### src/hw/rtl/pfk_pkg.sv
// Types and constants shared by the Pareto frontier keeper.
package pfk_pkg;

	localparam int COUNT_OUT_W = 7;
	localparam logic [31:0] BUDGET_RESET = 32'hFFFF_FFFF;

	typedef struct packed {
		logic        point_valid;
		logic [31:0] buffer_bytes;
		logic [47:0] access_bytes;
		logic [15:0] point_tag;
	} in_item_t;

	typedef struct packed {
		logic                   kept;
		logic                   overflow;
		logic [COUNT_OUT_W-1:0] removed_count;
		logic [COUNT_OUT_W-1:0] frontier_count;
		logic                   found;
		logic [31:0]            best_buffer;
		logic [47:0]            best_access;
		logic [15:0]            best_tag;
	} out_item_t;

	typedef struct packed {
		logic [31:0] buf_bytes;
		logic [47:0] acc_bytes;
		logic [15:0] tag;
	} entry_t;

	typedef struct packed {
		logic ent_beats_new;
		logic new_beats_ent;
		logic take;
	} cmp_res_t;

endpackage

### src/hw/rtl/pfk_cmp.sv
// Shared compare unit: dominance both ways and best-fit selection.
module pfk_cmp (
	input  pfk_pkg::entry_t   pt,
	input  pfk_pkg::entry_t   ent,
	input  logic [31:0]       budget,
	input  logic              found,
	input  logic [47:0]       best_acc,
	output pfk_pkg::cmp_res_t res
);

	logic buf_lt;
	logic buf_gt;
	logic acc_lt;
	logic acc_gt;

	always_comb begin
		buf_lt = ent.buf_bytes < pt.buf_bytes;
		buf_gt = ent.buf_bytes > pt.buf_bytes;
		acc_lt = ent.acc_bytes < pt.acc_bytes;
		acc_gt = ent.acc_bytes > pt.acc_bytes;
		res.ent_beats_new = (acc_lt && !buf_gt) || (buf_lt && !acc_gt);
		res.new_beats_ent = (acc_gt && !buf_lt) || (buf_gt && !acc_lt);
		res.take = (ent.buf_bytes <= budget) && (!found || (ent.acc_bytes < best_acc));
	end

endmodule

### config.mk
export PLATFORM = sky130hd
export DESIGN_NAME = pfk_cmp
export DESIGN_NICKNAME = d
export VERILOG_FILES = /design/src/hw/rtl/pfk_pkg.sv /design/src/hw/rtl/pfk_cmp.sv
export SDC_FILE = /design/constraint.sdc
export NUM_CORES = 1
export LEC_CHECK = 0
export BUFFER_PORTS_ARGS = -buffer_cell sky130_fd_sc_hd__clkbuf_2
export CAP_MARGIN = 10
export CORE_AREA = 2 2 108 110
export DETAILED_ROUTE_END_ITERATION = 7
export DIE_AREA = 0 0 110 112
export PLACE_DENSITY_LB_ADDON = 0.12
export SYNTH_ARGS = -nofsm -noshare
export SYNTH_HDL_FRONTEND = slang
export SYNTH_SLANG_ARGS = --single-unit
### constraint.sdc
create_clock -name vclk -period 2.95
set_input_delay 0.4425 -clock vclk [all_inputs]
set_output_delay 0.4425 -clock vclk [all_outputs]
set_load 0.02 [all_outputs]
Yosys cells after proc, flatten, opt, wreduce, memory -nomap -nowiden
Cells that the tools add are included.
- $lt $le $gt $ge: 6
- reduce and logical (&&, ||, !) cells: 13
- operators with widths (operator ; count):
    $lt A48 B48 Y1 ; 2
    $gt A48 B48 Y1 ; 1
    $gt A32 B32 Y1 ; 1
    $le A32 B32 Y1 ; 1
    $lt A32 B32 Y1 ; 1
    $logic_and A1 B1 Y1 ; 5
    $logic_not A1 Y1 ; 5
    $logic_or A1 B1 Y1 ; 3
- output and inout bits: 3
- bits of input ports: 273
- flip-flop bits (word level): 0
- logic and storage cells: 19

Depth between registers and ports, before layout
- depth after elaboration: 4
- depth in mapped cells: 9
- gate-level depth less buffers: 9

Least setup slack after synthesis
No wires, ideal clock.
- path kind: input-to-output
- start point: input budget[21]
- end point: output res[0] (netlist name)
- arrival: 2.361 ns
- data required time: 2.508 ns
- cell stages on the path: 9
- path slack: 0.147 ns
- buffers on the path: 0
- cells stage by stage: inv_1 -> ha_1 -> a21oi_1 -> nor2_1 -> a211oi_1 -> nor3_1 -> or4_1 -> o22a_1 -> a211oi_1
- RTL lines (what ; line ; source):
    start: declaration ; pfk_cmp.sv:5 ; input logic [31:0] budget,
    end: declaration ; pfk_cmp.sv:8 ; output pfk_pkg::cmp_res_t res

==> results.json <==
{
  "fin_total_pwr_uw": 700.8,
  "syn_to_final_growth_pct": 40.39,
  "worst_hold_slack_ns": 1.343,
  "worst_pin_slew_ns": 0.4055,
  "dp_hpwl_mm": 11.18,
  "die_w_um": 110,
  "drive_gt1_share_pct": 33.50,
  "initial_utilization_pct": 35.82,
  "place_congestion": 0.9010,
  "core_area_um2": 11170,
  "die_h_um": 112,
  "overflow": 0,
  "via_per_inst": 4.789,
  "grt_pass1_wl_mm": 18.76,
  "hp-class": "in -> out",
  "rsz0062_at_grt": "yes",
  "ys_seq_area_share_pct": 0,
  "tns_ns": 0,
  "first_iter_violations": 110,
  "syn_avg_cell_area_um2": 7.173,
  "seq_area_um2": 0,
  "startpoint_type": "input pin",
  "dr.pass1.iters": 4,
  "antenna_cells": 0,
  "final_nets": 1249,
  "relSlewSlack_pct": 72.27,
  "required_ns": 2.51,
  "ant_nets": 0,
  "rows": 39,
  "dp_cells": 956,
  "syn-num-nets": 990,
  "port_buffers": 244,
  "ir_drop_mv": 0.05655,
  "cap_violations": 0,
  "status": "completed",
  "synth_cell_types": 38,
  "antenna_found_initial": 0,
  "wl_mm": 11.66,
  "cts_hold_buf": 0,
  "cellPowerDensity_nw_per_um2": 124.7,
  "mostFrequentLayoutCells": "clkbuf_2, inv_1, ha_1, a21oi_1, a21o_1",
  "mostFrequentLayoutCell": "clkbuf_2",
  "grt_max_degree": 5,
  "vias": 4588,
  "syn_area_um2": 4003,
  "fin_util_pct": 50.29,
  "drc": 0,
  "holdPathStages": 5,
  "track_usage_pct": 18.17,
  "post-route-period-util_pct": 98.27,
  "wl_per_cell_um": 12.17,
  "setup_viol": 0,
  "path_class": "in -> out",
  "final_cells": 958,
  "syn-instance-count": 558,
  "grt_pass1_vias": 4547,
  "endpoint_kind": "output port",
  "arrival_ns": 2.46,
  "finalCriticalPeriod_ns": 2.899,
  "hold_violations": 0,
  "die_area_um2": 12320,
  "yosysWarnings": 0,
  "holdPathEnd": "res[0]",
  "crit_fanout": 2,
  "nFlopsAndLatches": 0,
  "clock.fmax_mhz": 345.0,
  "hp-start": "found",
  "power_leakage_nw": 3.757,
  "drv_slew": 0,
  "io_pins": 276,
  "num-clock-buffers": 0
}
[final cells by class]
cell class | count | area [um^2]
Fill cell | 1148 | 5555
Inverter | 162 | 608.1
Timing Repair Buffer | 257 | 1376
Tap cell | 143 | 178.9
Multi-Input combinational cell | 396 | 3456
[per-layer routing]
layer  up-vias  GRT usage (%)  routed length [um]
met5         -              0                   0
met4         0          1.350                 100
met3         8          1.171                 736
met2       150          35.62                5861
met1      1971          21.89                4961
li1       2459              -                   -
[Yosys cell counts (all sizes together), types with 3 or more instances]
| cell type | n | area share [%] |
|---|---|---|
| nor4 | 3 | 0.47 |
| o21ai | 19 | 2.4 |
| nor2b | 4 | 0.63 |
| nand2 | 24 | 2.3 |
| or4 | 3 | 0.66 |
| a41oi | 3 | 0.66 |
| nand4 | 30 | 4.7 |
| ha | 159 | 50 |
| nor3 | 7 | 1.3 |
| a21o | 32 | 6.0 |
| nand3 | 11 | 1.4 |
| inv | 162 | 15 |
| a21oi | 54 | 6.8 |
| nor2 | 15 | 1.4 |
| a21boi | 3 | 0.56 |
| a211oi | 8 | 1.6 |
[cell families after synthesis]
group	count (synthesis)	synth area share (%)
AOI/OAI and AO/OA	133	21.04
adders and majority gates	159	49.70
buffers and inverters	162	15.19
and+or+nand+nor	104	14.07
[worst max-delay path by stage]
| stage | to | slack, ns | cells after the start | startpoint |
|---|---|---|---|---|
| after global routing | res[1] | -0.09 | 10 | pt[52] |
| after floorplan | res[0] | 0.15 | 9 | budget[21] |
| after detailed placement | res[1] | -0.12 | 10 | pt[55] |
| final | res[1] | 0.05 | 10 | pt[52] |
| after global placement | res[1] | -0.07 | 10 | pt[55] |
| after CTS | res[1] | 0.001 | 10 | pt[53] |
[critical path, stage by stage]
cell and delay [ns]:
buf_6 0.07, inv_2 0.03, ha_4 0.25, nand4_1 0.15
nor3_2 0.29, nand3_1 0.10, or4_4 0.52, o211a_1 0.25
a211oi_2 0.17, buf_4 0.18
[metrics by stage]
step	setup slack, ns	instance area, um^2
after CTS	0.001231	5498
after detailed placement	-0.1208	5485
final	0.05104	5619
after global routing	-0.09062	5619
after floorplan	0.1466	4003
after global placement	-0.06751	5485
[power by group]
group / leakage, nW / total [mW] / switching [mW] / internal (mW)
sequential: 0 / 0 / 0 / 0
clock: 0 / 0 / 0 / 0
combinational: 3.76 / 0.701 / 0.341 / 0.360
[what timing repair did]
item,in CTS,in global routing
buffers inserted,0,2
pin swaps,5,12
setup endpoints to repair,3,3
gates resized for setup,5,28
Note: power is estimated with default switching activity, not from simulation.
